### src/rtl/circular_deque_unit_assert.svh
// assertion macros for the circular deque unit
`ifndef CIRCULAR_DEQUE_UNIT_ASSERT_SVH
`define CIRCULAR_DEQUE_UNIT_ASSERT_SVH

`ifndef ASSERT_OFF
// property checked only outside reset
`define CDQ_ASSERT(lbl, clk, rstn, prop, msg) \
    lbl: assert property (@(posedge clk) disable iff (!(rstn)) prop) else $error(msg);
// property checked on every edge, reset included
`define CDQ_ASSERT_ALWAYS(lbl, clk, prop, msg) \
    lbl: assert property (@(posedge clk) prop) else $error(msg);
`else
`define CDQ_ASSERT(lbl, clk, rstn, prop, msg)
`define CDQ_ASSERT_ALWAYS(lbl, clk, prop, msg)
`endif

`endif

### src/rtl/cdq_pkg.sv
// shared types, codes and constants of the circular deque unit
package cdq_pkg;

    // default sizes
    localparam int DEF_DEPTH      = 16;
    localparam int DEF_DATA_WIDTH = 32;

    // fixed field widths
    localparam int FUNC_W = 3;
    localparam int CAP_W  = 5;

    // operation codes, anything else is a peek
    localparam logic [FUNC_W-1:0] FN_PUSH_FRONT = 3'd0;
    localparam logic [FUNC_W-1:0] FN_PUSH_BACK  = 3'd1;
    localparam logic [FUNC_W-1:0] FN_POP_FRONT  = 3'd2;
    localparam logic [FUNC_W-1:0] FN_POP_BACK   = 3'd3;

    // controller to datapath commands
    typedef struct packed {
        logic take;   // latch the input word
        logic prep;   // load the wrap remainder
        logic step;   // one subtract of the wrap remainder
        logic exec;   // update ends, count and store
        logic read;   // read both end slots
        logic load;   // fill the output register
    } cdq_cmd_t;

    // datapath to controller status
    typedef struct packed {
        logic mod_done;  // remainder below capacity
        logic out_free;  // output register can take a word
    } cdq_stat_t;

endpackage

### src/rtl/cdq_ctrl.sv
// sequencing state machine of the circular deque unit
module cdq_ctrl
    import cdq_pkg::*;
(
    input  logic      aclk,
    input  logic      aresetn,
    input  logic      s_tvalid,
    output logic      s_tready,
    input  cdq_stat_t stat,
    output cdq_cmd_t  cmd
);

    typedef enum logic [5:0] {
        S_IDLE = 6'b000001,
        S_PREP = 6'b000010,
        S_MOD  = 6'b000100,
        S_EXEC = 6'b001000,
        S_READ = 6'b010000,
        S_LOAD = 6'b100000
    } state_t;

    state_t state_reg;
    state_t state_next;

    // state register
    always_ff @(posedge aclk) begin
        if (!aresetn) begin
            state_reg <= S_IDLE;
        end else begin
            state_reg <= state_next;
        end
    end

    // next state and commands
    always_comb begin
        state_next = state_reg;
        cmd        = '0;
        s_tready   = 1'b0;
        unique case (state_reg)
            S_IDLE: begin
                s_tready = 1'b1;
                if (s_tvalid) begin
                    cmd.take   = 1'b1;
                    state_next = S_PREP;
                end
            end
            S_PREP: begin
                cmd.prep   = 1'b1;
                state_next = S_MOD;
            end
            S_MOD: begin
                if (stat.mod_done) begin
                    state_next = S_EXEC;
                end else begin
                    cmd.step = 1'b1;
                end
            end
            S_EXEC: begin
                cmd.exec   = 1'b1;
                state_next = S_READ;
            end
            S_READ: begin
                cmd.read   = 1'b1;
                state_next = S_LOAD;
            end
            S_LOAD: begin
                if (stat.out_free) begin
                    cmd.load   = 1'b1;
                    state_next = S_IDLE;
                end
            end
            default: begin
                state_next = S_IDLE;
            end
        endcase
    end

endmodule

### src/rtl/cdq_dpath.sv
// ring store, end pointers, wrap unit and output register of the deque
module cdq_dpath
    import cdq_pkg::*;
#(
    parameter int DEPTH      = DEF_DEPTH,
    parameter int DATA_WIDTH = DEF_DATA_WIDTH
) (
    input  logic                  aclk,
    input  logic                  aresetn,
    input  cdq_cmd_t              cmd,
    output cdq_stat_t             stat,
    input  logic [FUNC_W-1:0]     in_func,
    input  logic [DATA_WIDTH-1:0] in_value,
    input  logic                  cfg_we,
    input  logic [CAP_W-1:0]      cfg_data,
    input  logic                  out_ready,
    output logic                  out_valid,
    output logic                  out_ok,
    output logic [DATA_WIDTH-1:0] out_front,
    output logic [DATA_WIDTH-1:0] out_rear,
    output logic                  out_empty,
    output logic                  out_full,
    output logic [CAP_W-1:0]      out_occ
);

    localparam int IDX_W = (DEPTH > 1) ? $clog2(DEPTH) : 1;
    localparam int REM_W = ((IDX_W > CAP_W) ? IDX_W : CAP_W) + 1;
    localparam int CAP_LIMIT = (DEPTH > 31) ? 31 : DEPTH;
    localparam logic [CAP_W-1:0] CAP_MAX = CAP_W'(CAP_LIMIT);

    logic [FUNC_W-1:0]     func_reg;
    logic [DATA_WIDTH-1:0] val_reg;
    logic [CAP_W-1:0]      cap_reg;
    logic [IDX_W-1:0]      front_reg, front_next;
    logic [IDX_W-1:0]      rear_reg, rear_next;
    logic [CAP_W-1:0]      count_reg, count_next;
    logic [REM_W-1:0]      rem_reg, rem_next;
    logic                  ok_reg, ok_next;
    logic [DATA_WIDTH-1:0] mem [DEPTH];
    logic [DATA_WIDTH-1:0] rd_front_reg, rd_rear_reg;
    logic                  wr_en;
    logic [IDX_W-1:0]      wr_idx;

    logic                  out_valid_reg;
    logic                  out_ok_reg;
    logic [DATA_WIDTH-1:0] out_front_reg;
    logic [DATA_WIDTH-1:0] out_rear_reg;
    logic                  out_empty_reg;
    logic                  out_full_reg;
    logic [CAP_W-1:0]      out_occ_reg;

    logic [CAP_W-1:0] cap_eff;
    logic [REM_W-1:0] cap_ext;
    logic             full, empty, is_push, is_pop;

    // effective capacity: zero acts as one, clipped to the store size
    always_comb begin
        priority if (cap_reg == '0) begin
            cap_eff = CAP_W'(1);
        end else if (cap_reg > CAP_MAX) begin
            cap_eff = CAP_MAX;
        end else begin
            cap_eff = cap_reg;
        end
    end

    assign cap_ext = REM_W'(cap_eff);
    assign full    = count_reg >= cap_eff;
    assign empty   = count_reg == '0;
    assign is_push = (func_reg == FN_PUSH_FRONT) || (func_reg == FN_PUSH_BACK);
    assign is_pop  = (func_reg == FN_POP_FRONT) || (func_reg == FN_POP_BACK);

    // wrap remainder: load the stepped index, then subtract capacity until below it
    always_comb begin
        rem_next = rem_reg;
        if (cmd.prep) begin
            unique case (func_reg)
                FN_PUSH_FRONT: rem_next = REM_W'(front_reg) + cap_ext - REM_W'(1);
                FN_PUSH_BACK:  rem_next = REM_W'(rear_reg) + REM_W'(1);
                FN_POP_FRONT:  rem_next = REM_W'(front_reg) + REM_W'(1);
                FN_POP_BACK:   rem_next = REM_W'(rear_reg) + cap_ext - REM_W'(1);
                default:       rem_next = '0;
            endcase
        end else if (cmd.step) begin
            rem_next = rem_reg - cap_ext;
        end
    end

    // end pointers, count and slot write
    always_comb begin
        front_next = front_reg;
        rear_next  = rear_reg;
        count_next = count_reg;
        ok_next    = ok_reg;
        wr_en      = 1'b0;
        wr_idx     = rem_reg[IDX_W-1:0];
        if (cmd.exec) begin
            ok_next = 1'b1;
            priority if (is_push) begin
                if (full) begin
                    ok_next = 1'b0;
                end else begin
                    wr_en      = 1'b1;
                    count_next = count_reg + CAP_W'(1);
                    priority if (empty) begin
                        front_next = '0;
                        rear_next  = '0;
                        wr_idx     = '0;
                    end else if (func_reg == FN_PUSH_FRONT) begin
                        front_next = rem_reg[IDX_W-1:0];
                    end else begin
                        rear_next = rem_reg[IDX_W-1:0];
                    end
                end
            end else if (is_pop) begin
                if (empty) begin
                    ok_next = 1'b0;
                end else begin
                    count_next = count_reg - CAP_W'(1);
                    priority if (count_reg == CAP_W'(1)) begin
                        front_next = '0;
                        rear_next  = '0;
                    end else if (func_reg == FN_POP_FRONT) begin
                        front_next = rem_reg[IDX_W-1:0];
                    end else begin
                        rear_next = rem_reg[IDX_W-1:0];
                    end
                end
            end else begin
                ok_next = 1'b1;
            end
        end
    end

    // control state
    always_ff @(posedge aclk) begin
        if (!aresetn) begin
            cap_reg   <= CAP_MAX;
            front_reg <= '0;
            rear_reg  <= '0;
            count_reg <= '0;
        end else begin
            if (cfg_we) begin
                cap_reg <= cfg_data;
            end
            front_reg <= front_next;
            rear_reg  <= rear_next;
            count_reg <= count_next;
        end
    end

    // item payload and wrap remainder
    always_ff @(posedge aclk) begin
        if (cmd.take) begin
            func_reg <= in_func;
            val_reg  <= in_value;
        end
        rem_reg <= rem_next;
        ok_reg  <= ok_next;
    end

    // ring store write
    always_ff @(posedge aclk) begin
        if (wr_en) begin
            mem[wr_idx] <= val_reg;
        end
    end

    // ring store reads at both ends
    always_ff @(posedge aclk) begin
        if (cmd.read) begin
            rd_front_reg <= mem[front_reg];
            rd_rear_reg  <= mem[rear_reg];
        end
    end

    // output register
    always_ff @(posedge aclk) begin
        if (!aresetn) begin
            out_valid_reg <= 1'b0;
        end else if (cmd.load) begin
            out_valid_reg <= 1'b1;
        end else if (out_ready) begin
            out_valid_reg <= 1'b0;
        end
    end

    always_ff @(posedge aclk) begin
        if (cmd.load) begin
            out_ok_reg    <= ok_reg;
            out_front_reg <= empty ? '1 : rd_front_reg;
            out_rear_reg  <= empty ? '1 : rd_rear_reg;
            out_empty_reg <= empty;
            out_full_reg  <= full;
            out_occ_reg   <= count_reg;
        end
    end

    assign stat.mod_done = rem_reg < cap_ext;
    assign stat.out_free = !out_valid_reg || out_ready;

    assign out_valid = out_valid_reg;
    assign out_ok    = out_ok_reg;
    assign out_front = out_front_reg;
    assign out_rear  = out_rear_reg;
    assign out_empty = out_empty_reg;
    assign out_full  = out_full_reg;
    assign out_occ   = out_occ_reg;

endmodule

### src/rtl/circular_deque_unit.sv
// top level of the circular deque unit
//
//  channel  direction  handshake            contents
//  s_       in         s_tvalid / s_tready  func, push_value
//  m_       out        m_tvalid / m_tready  ok, front, rear, empty, full, occupancy
//  cfg_     in         cfg_valid/cfg_ready  capacity_in_use
//
// a word is taken in idle and its result is loaded after the prep, wrap, exec,
// read and load steps, one wrap step per capacity subtract (none for peeks, up
// to the store depth when capacity is one). no new word is taken until its
// result is loaded. a stalled m_tready holds the unit in its load step. reset
// clears pointers, count and output valid; capacity resets to the store size.
// store contents are not cleared.
`include "circular_deque_unit_assert.svh"

module circular_deque_unit
    import cdq_pkg::*;
#(
    parameter int DEPTH      = DEF_DEPTH,
    parameter int DATA_WIDTH = DEF_DATA_WIDTH
) (
    input  logic                                           aclk,
    input  logic                                           aresetn,
    // [2:0] func, [DATA_WIDTH+2:3] push_value, rest zero padding
    input  logic [((FUNC_W + DATA_WIDTH + 7) / 8) * 8-1:0] s_tdata,
    input  logic                                           s_tvalid,
    output logic                                           s_tready,
    // [0] ok, front_value, rear_value, is_empty, is_full, occupancy, zero padding
    output logic [((2 * DATA_WIDTH + 3 + CAP_W + 7) / 8) * 8-1:0] m_tdata,
    output logic                                           m_tvalid,
    input  logic                                           m_tready,
    input  logic [CAP_W-1:0]                               cfg_data,
    input  logic                                           cfg_valid,
    output logic                                           cfg_ready
);

    localparam int M_TDATA_W = ((2 * DATA_WIDTH + 3 + CAP_W + 7) / 8) * 8;
    localparam int OCC_LSB   = 2 * DATA_WIDTH + 3;
    localparam int EMPTY_BIT = 2 * DATA_WIDTH + 1;
    localparam int CAP_LIMIT = (DEPTH > 31) ? 31 : DEPTH;

    cdq_cmd_t              cmd;
    cdq_stat_t             stat;
    logic                  out_ok, out_empty, out_full;
    logic [DATA_WIDTH-1:0] out_front, out_rear;
    logic [CAP_W-1:0]      out_occ;

    cdq_ctrl u_ctrl (
        .aclk     (aclk),
        .aresetn  (aresetn),
        .s_tvalid (s_tvalid),
        .s_tready (s_tready),
        .stat     (stat),
        .cmd      (cmd)
    );

    cdq_dpath #(
        .DEPTH      (DEPTH),
        .DATA_WIDTH (DATA_WIDTH)
    ) u_dpath (
        .aclk      (aclk),
        .aresetn   (aresetn),
        .cmd       (cmd),
        .stat      (stat),
        .in_func   (s_tdata[FUNC_W-1:0]),
        .in_value  (s_tdata[FUNC_W +: DATA_WIDTH]),
        .cfg_we    (cfg_valid),
        .cfg_data  (cfg_data),
        .out_ready (m_tready),
        .out_valid (m_tvalid),
        .out_ok    (out_ok),
        .out_front (out_front),
        .out_rear  (out_rear),
        .out_empty (out_empty),
        .out_full  (out_full),
        .out_occ   (out_occ)
    );

    // capacity register takes a word at any time
    assign cfg_ready = 1'b1;

    // result word packing, lowest field first
    assign m_tdata = M_TDATA_W'({out_occ, out_full, out_empty, out_rear, out_front, out_ok});

    // checks
    `CDQ_ASSERT(a_one_in_flight, aclk, aresetn, (s_tvalid && s_tready) |=> !s_tready, "second word taken while one is in flight")
    `CDQ_ASSERT(a_load_shows, aclk, aresetn, cmd.load |=> m_tvalid, "loaded result not presented")
    `CDQ_ASSERT(a_occ_bound, aclk, aresetn, m_tvalid |-> (m_tdata[OCC_LSB +: CAP_W] <= CAP_W'(CAP_LIMIT)), "occupancy above store size")
    `CDQ_ASSERT(a_empty_view, aclk, aresetn, (m_tvalid && m_tdata[EMPTY_BIT]) |-> (m_tdata[OCC_LSB +: CAP_W] == '0), "empty flag with nonzero occupancy")
    `CDQ_ASSERT_ALWAYS(a_reset_idle, aclk, !aresetn |=> !m_tvalid, "result valid right after reset")

endmodule

### config.mk
export PLATFORM = sky130hd
export DESIGN_NAME = circular_deque_unit
export DESIGN_NICKNAME = d
export VERILOG_FILES = /design/src/rtl/cdq_pkg.sv /design/src/rtl/cdq_ctrl.sv /design/src/rtl/cdq_dpath.sv /design/src/rtl/circular_deque_unit.sv
export VERILOG_INCLUDE_DIRS = /design/src /design/src/rtl
export SDC_FILE = /design/constraint.sdc
export NUM_CORES = 1
export LEC_CHECK = 0
export ABC_AREA = 0
export BUFFER_PORTS_ARGS = -buffer_cell sky130_fd_sc_hd__buf_2
export CAP_MARGIN = 20
export CELL_PAD_IN_SITES_DETAIL_PLACEMENT = 0
export CELL_PAD_IN_SITES_GLOBAL_PLACEMENT = 1
export CORE_MARGIN = 3
export CORE_UTILIZATION = 55
export DETAILED_ROUTE_END_ITERATION = 7
export GPL_TIMING_DRIVEN = 0
export PLACE_DENSITY_LB_ADDON = 0.1
export SETUP_SLACK_MARGIN = 0.05
export SYNTH_ARGS = -nofsm -noshare
export SYNTH_HDL_FRONTEND = slang
export SYNTH_SLANG_ARGS = --single-unit
### constraint.sdc
create_clock -name aclk -period 6.2 [get_ports aclk]
set_input_delay 0.62 -clock aclk [delete_from_list [all_inputs] [get_ports aclk]]
set_output_delay 0.62 -clock aclk [all_outputs]
set_load 0.05 [all_outputs]
==> results_dict.tcl, run 1 <==
set metrics [dict create \
    status "completed" \
    grt_pass1_vias 17100 \
    drc 0 \
    cts_setup_buffers 0 \
    place.gp.congestion 0.810 \
    pre_cts_ws_ns 2.09 \
    largest_register_ffs 512 \
    synth_area_sq_mm 0.0313 \
    cp.arrival_ns 4.41 \
    setup_viol 0 \
    syn_inst 1500 \
    grt_max_degree 33 \
    cts_tree "yes" \
    via_per_inst 6.53 \
    final_layout_size_suffix_gt1_frac 0.398 \
    reg2reg_from "u_dpath.front_reg[1]" \
    rr_endpoint "u_dpath.rem_reg[5]" \
    clk_pin_slew_worst_paths_ns 0.06 \
    core_sq_mm 0.0557 \
    crit_path_end_kind "register" \
    synth_edf_count 690 \
    place_hpwl_um 53700 \
    die_y_um 245 \
    avgSynthCellArea_sq_um 20.9 \
    power_leakage_nw 11.2 \
    clock_path_buffers 3 \
    cts_hold_buf 0 \
    power_density_mw_per_mm2 271 \
    max_cap_violations 0 \
    holdCritPathClass "in2reg" \
    fin_crit_sh 0.658 \
    worstSetupPathType "reg2reg" \
    area_growth_pct 15.2 \
    fin_setup_tns_ns 0 \
    synth.net_count 1583 \
    hold_depth 1 \
    worstMarginPinSlew_ns 1.15 \
    irDropWorstVdd_mv 0.198 \
    rsz0062_at_grt "no" \
    synth.yosys.seq_area_share 0.678 \
    ys_ff_latch 715 \
    fin_cells 2555 \
    wl_per_cell_um 31.2 \
    first_iter_violations 2081 \
    dieWidth_um 245 \
    io_buffer_count 117 \
    worst_slack_ns 2.12 \
    dp_cells 2424 \
    grt_usage 0.275 \
    ant_nets 0 \
    clock_latency_ns 0.61 \
    power_mw 9.80 \
    num_vias 16700 \
    clock_sinks 715 \
    n_antenna_cell 0 \
    finalNetCount 1835 \
    ys_warn_count 0 \
    crit_path_start_kind "register" \
    fin_skew_ns 0.0267 \
    grt_pass1_wl_um 116000 \
    overflow 0 \
    cts.htree.levels 3 \
    fillers 3828 \
    ys_async_sr_fraction 0 \
    rows 86 \
    io_pins 125 \
    slew_viol_final 0 \
    r2r_setup_slack_ns 2.12 \
    clock_tree.root_cell "clkbuf_16" \
    initial_core_util 0.562 \
    drtPass1Iterations 5 \
    ctsResizeCount 0 \
    cp_max_fo 10 \
    hold_path_end "u_dpath.val_reg[7]" \
    synth_cell_type_count 62 \
    min_from "s_tdata[10]" \
    reg2reg_depth 13 \
    fmax_mhz 245 \
    slew_headroom 0.234 \
    synth_ff_type "edfxtp_1" \
    fp.dieArea_sq_mm 0.0598 \
    numCtsBuffers 74 \
    wl_um 79800 \
    fin_crit_ns 4.08 \
    hold_viol_final 0 \
    worstPathRequired_ns 6.53 \
    antenna_found_initial 0 \
    largest-register "u_dpath.mem" \
]
worst max-delay path: stages, from the launching register on:
cell and delay [ns]:
dfxtp_1 0.33, clkbuf_1 0.27, clkbuf_1 0.57, clkbuf_1 0.73, inv_1 0.10, ha_1 0.30
inv_1 0.04, ha_1 0.20, fa_1 0.48, a21o_1 0.19, a21oi_1 0.19, o221ai_1 0.15
a31oi_1 0.19, a31oi_1 0.06
synth_stat cells (9+ instances only):
cell / instances / area share
mux4_2: 321 / 0.23
dfxtp_1: 25 / 0.016
buf_1: 16 / 0.0019
edfxtp_1: 690 / 0.66
nand3_1: 9 / 0.0014
nor2_1: 34 / 0.0041
nor3_1: 13 / 0.0021
mux2i_1: 16 / 0.0051
o21ai_0: 15 / 0.0024
a21oi_1: 14 / 0.0022
inv_1: 33 / 0.0040
nand2_1: 30 / 0.0036
ha_1: 30 / 0.012
clkbuf_1: 57 / 0.0068
or2_2: 67 / 0.013
buf_2: 21 / 0.0034
stage by stage:
stage	util	instance area, sq um	hold WS, ns
2_1_floorplan	-	31300	0.400
3_3_place_gp	0.589	32800	0.405
3_5_place_dp	0.607	33800	0.409
4_1_cts	0.647	36100	0.157
5_1_grt	0.647	36100	0.167
6_report	0.647	36100	0.182
area by class of cell:
cell class                      count  area (sq um)  area share
Timing Repair Buffer              176          1440      0.0398
Inverter                           35           131     0.00364
Clock inverter                     32           272     0.00753
Sequential cell                   715         21200       0.588
Clock buffer                       99          2000      0.0554
Tap cell                          748           936      0.0259
Multi-Input combinational cell    651          9670       0.268
Buffer                             99           420      0.0117
layer usage:
layer / part of all wire / up-vias / wire (um) / global-route usage
li1: - / 6854 / - / -
met3: 0.084 / 163 / 6660 / 0.0516
met1: 0.40 / 8831 / 31700 / 0.391
met5: 0 / - / 0 / 0
met4: 0.028 / 0 / 2230 / 0.0861
met2: 0.49 / 824 / 39200 / 0.440
cells by family after synthesis:
family	share of synthesized area
mux	0.236
other cells	0.000120
compound gates	0.0164
buf+inv	0.0176
flops	0.678
fa+ha+maj	0.0139
simple gates	0.0353
xor+xnor	0.00252
layout by cell type, fill, tap and decap left out, types with 4 or more instances in the layout:
cell type  count
o31ai_1        4
buf_8         18
o21a_1         4
xnor2_1        5
or2_2         67
a31oi_1        5
nand3b_1       4
clkinv_1      12
edfxtp_1     690
clkbuf_16     76
buf_1         16
buf_4         11
dfxtp_1       25
bufinv_16      4
clkinv_2      10
nor2_1        24
mux4_2       321
and3_1         5
a21o_1         5
clkbuf_1      79
buf_2        138
nor3_2         4
xor2_1         4
nand3_1        9
nor2_4        10
nor3_1         9
a21oi_1       14
buf_6         20
o211ai_1       4
o21ai_0       15
nand2b_1       4
nand2_1       30
buf_12        13
mux2i_1       16
nor2b_1        5
ha_1          30
inv_1         33
where the power goes:
group	internal [mW]	total, mW	switching [mW]
Sequential	5.34	5.42	0.0767
Combinational	0.0559	0.152	0.0965
Clock	2.43	4.23	1.80
how the worst max path moves through the flow:
| stage | start | to | slack (ns) | depth (start not counted) |
|---|---|---|---|---|
| floorplan | u_dpath.cap_reg[1] | u_dpath.mem[9][0] | 0.86 | 9 |
| global route | u_dpath.front_reg[1] | u_dpath.rem_reg[5] | 1.89 | 13 |
| global placement | u_dpath.cap_reg[1] | u_dpath.mem[9][16] | -4.23 | 9 |
| CTS | u_dpath.front_reg[1] | u_dpath.rem_reg[5] | 2.09 | 13 |
| detailed placement | u_dpath.front_reg[1] | u_dpath.rem_reg[5] | 2.09 | 13 |
| finish | u_dpath.front_reg[1] | u_dpath.rem_reg[5] | 2.12 | 13 |
Note: power is estimated with default switching activity, not from simulation.
==> run 2, diff against run 1 <==
clock period = 4.06 ns   (was 6.2 ns; I/O delays follow)
==> run 2 against run 1 <==
  * Routed wire length grew 1.8%
  * Core utilization up 1.0 points
  * Power grew 53%
  * Sequential share of layout area is 0.93 points lower
  * Largest power group unchanged
==> results_dict.tcl, run 2 (synthesized netlist as in run 1, its figures left out) <==
set metrics [dict create \
    worstSetupPathType "reg2reg" \
    finalNetCount 1879 \
    drc 0 \
    fin_skew_ns 0.0260 \
    grt_pass1_vias 17600 \
    clock_latency_ns 0.62 \
    crit_path_max_incr_delay_ns 0.57 \
    overflow 0 \
    pre_cts_ws_ns -0.118 \
    core_sq_mm 0.0557 \
    io_buffer_count 117 \
    cp.arrival_ns 4.24 \
    crit_path_end_kind "register" \
    grt_usage 0.280 \
    fin_crit_sh 0.957 \
    clock_tree.root_cell "clkbuf_16" \
    area_growth_pct 17.1 \
    multi_input_area_sq_mm 0.00970 \
    wl_um 81300 \
    cts_tree "yes" \
    fp.dieArea_sq_mm 0.0598 \
    slew_headroom 0.205 \
    rows 86 \
    fin_area_sq_mm 0.0367 \
    path_cells "clkbuf_1 -> clkbuf_1 -> clkbuf_2 -> inv_1 -> ha_1 -> inv_1 -> ha_1 -> fa_1 -> a21o_1 -> a21oi_1 -> o221ai_1 -> a31oi_1 -> a31oi_1" \
    die_y_um 245 \
    clk_pin_slew_worst_paths_ns 0.06 \
    crit_path_start_kind "register" \
    final_layout_size_suffix_gt1_frac 0.393 \
    first_iter_violations 1881 \
    max_cap_violations 0 \
    clock_sinks 715 \
    fmax_mhz 257 \
    numCtsBuffers 72 \
    worst_slack_ns 0.174 \
    wl_per_cell_um 31.3 \
    num_vias 16800 \
    worstPathRequired_ns 4.41 \
    initial_core_util 0.562 \
    place_hpwl_um 53800 \
    place.gp.congestion 0.818 \
    fillers 3772 \
    ant_nets 0 \
    status "completed" \
    worstMarginPinSlew_ns 1.19 \
    fin_crit_ns 3.89 \
    power_density_mw_per_mm2 408 \
    cts.htree.levels 3 \
    placed_cell_area_sq_mm 0.0338 \
    largest-register "u_dpath.mem" \
    regArea_sq_mm 0.0212 \
    r2r_setup_slack_ns 0.17 \
    power_leakage_nw 11.5 \
    setup_viol 0 \
    largest_register_ffs 512 \
    rsz0062_at_grt "no" \
    grt_pass1_wl_um 119000 \
    grt_max_degree 33 \
    cpMaxStageDelayCell "clkbuf_1" \
    holdCritPathClass "in2reg" \
    clock_path_buffers 3 \
    n_antenna_cell 0 \
    io_pins 125 \
    irDropWorstVdd_mv 0.323 \
    antenna_found_initial 0 \
    dieWidth_um 245 \
    layout_common_cells "edfxtp_1, mux4_2, buf_2, clkbuf_16, clkbuf_1" \
    slew_viol_final 0 \
    via_per_inst 6.50 \
    hold_viol_final 0 \
    cp_max_fo 10 \
    drtPass1Iterations 5 \
    layout_commonest_cell "edfxtp_1" \
]
run 2: cell count changes in the layout (fill, tap and decap cells not counted), sizes merged:
cell	delta
clkbuf	-3
dlygate4sd3	+36
clkinv	-2
clkinvlp	-2
buf	+10
inv	-1
run 2: path summary, 6_finish.rpt:
path                        startpoint                  to  cells after the start
setup reg to reg  u_dpath.front_reg[1]  u_dpath.rem_reg[5]                     13
hold reg to reg         u_dpath.ok_reg      u_dpath.out_ok                      0
hold / removal             cfg_data[0]  u_dpath.cap_reg[0]                      3
setup / recovery  u_dpath.front_reg[1]  u_dpath.rem_reg[5]                     13
run 2: layout make-up:
type | instances | share of cell area
sequential | 715 | 0.579
multi-input combinational | 651 | 0.265
timing repair buffer | 222 | 0.0551
clock buffer | 96 | 0.0545
tap | 748 | 0.0255
buffer | 99 | 0.0115
clock inverter | 27 | 0.00642
inverter | 35 | 0.00358
run 2: report_power, final:
group / switching [mW] / leakage, nW / internal (mW)
clock network: 2.71 / 1.09 / 3.70
logic: 0.153 / 4.06 / 0.108
registers: 0.121 / 6.33 / 8.15
run 2: repair_timing:
item                       CTS  global route
gates cloned                 0             0
hold buffers                36             0
resized for setup            1             3
hold endpoints to repair    36             0
setup buffers                1            21
pin swaps                    1            11
setup endpoints to repair   23           195
run 2: metal layers:
metal  vias to the layer above  wire length [um]  GRT usage
li1                       6946                 -          -
met1                      8880             31100      0.377
met2                       842             41000      0.466
met3                       176              6530     0.0501
met4                         0              2620     0.0986
met5                         -                 0          0
run 2: through the flow:
stage	util	TNS, ns	total power, mW	hold slack, ns	cells
4_1_cts	0.653	0	15.0	0.00890	2571
2_1_floorplan	-	-0.163	8.52	0.400	1500
3_5_place_dp	0.606	-1.52	8.66	0.412	2411
3_3_place_gp	0.590	-1379.28	8.64	0.412	2365
5_1_grt	0.658	0	15.4	0.0521	2593
6_report	0.658	0	14.9	0.0439	2593
run 2: critical path, delay by kind of cell (launching register included):
| kind | cells | cell delay (ns) |
|---|---|---|
| adder cells (fa/ha/maj) | 3 | 0.95 |
| AO/OA/AOI/OAI | 5 | 0.82 |
| flip-flops | 1 | 0.34 |
| buffers and inverters | 5 | 1.51 |
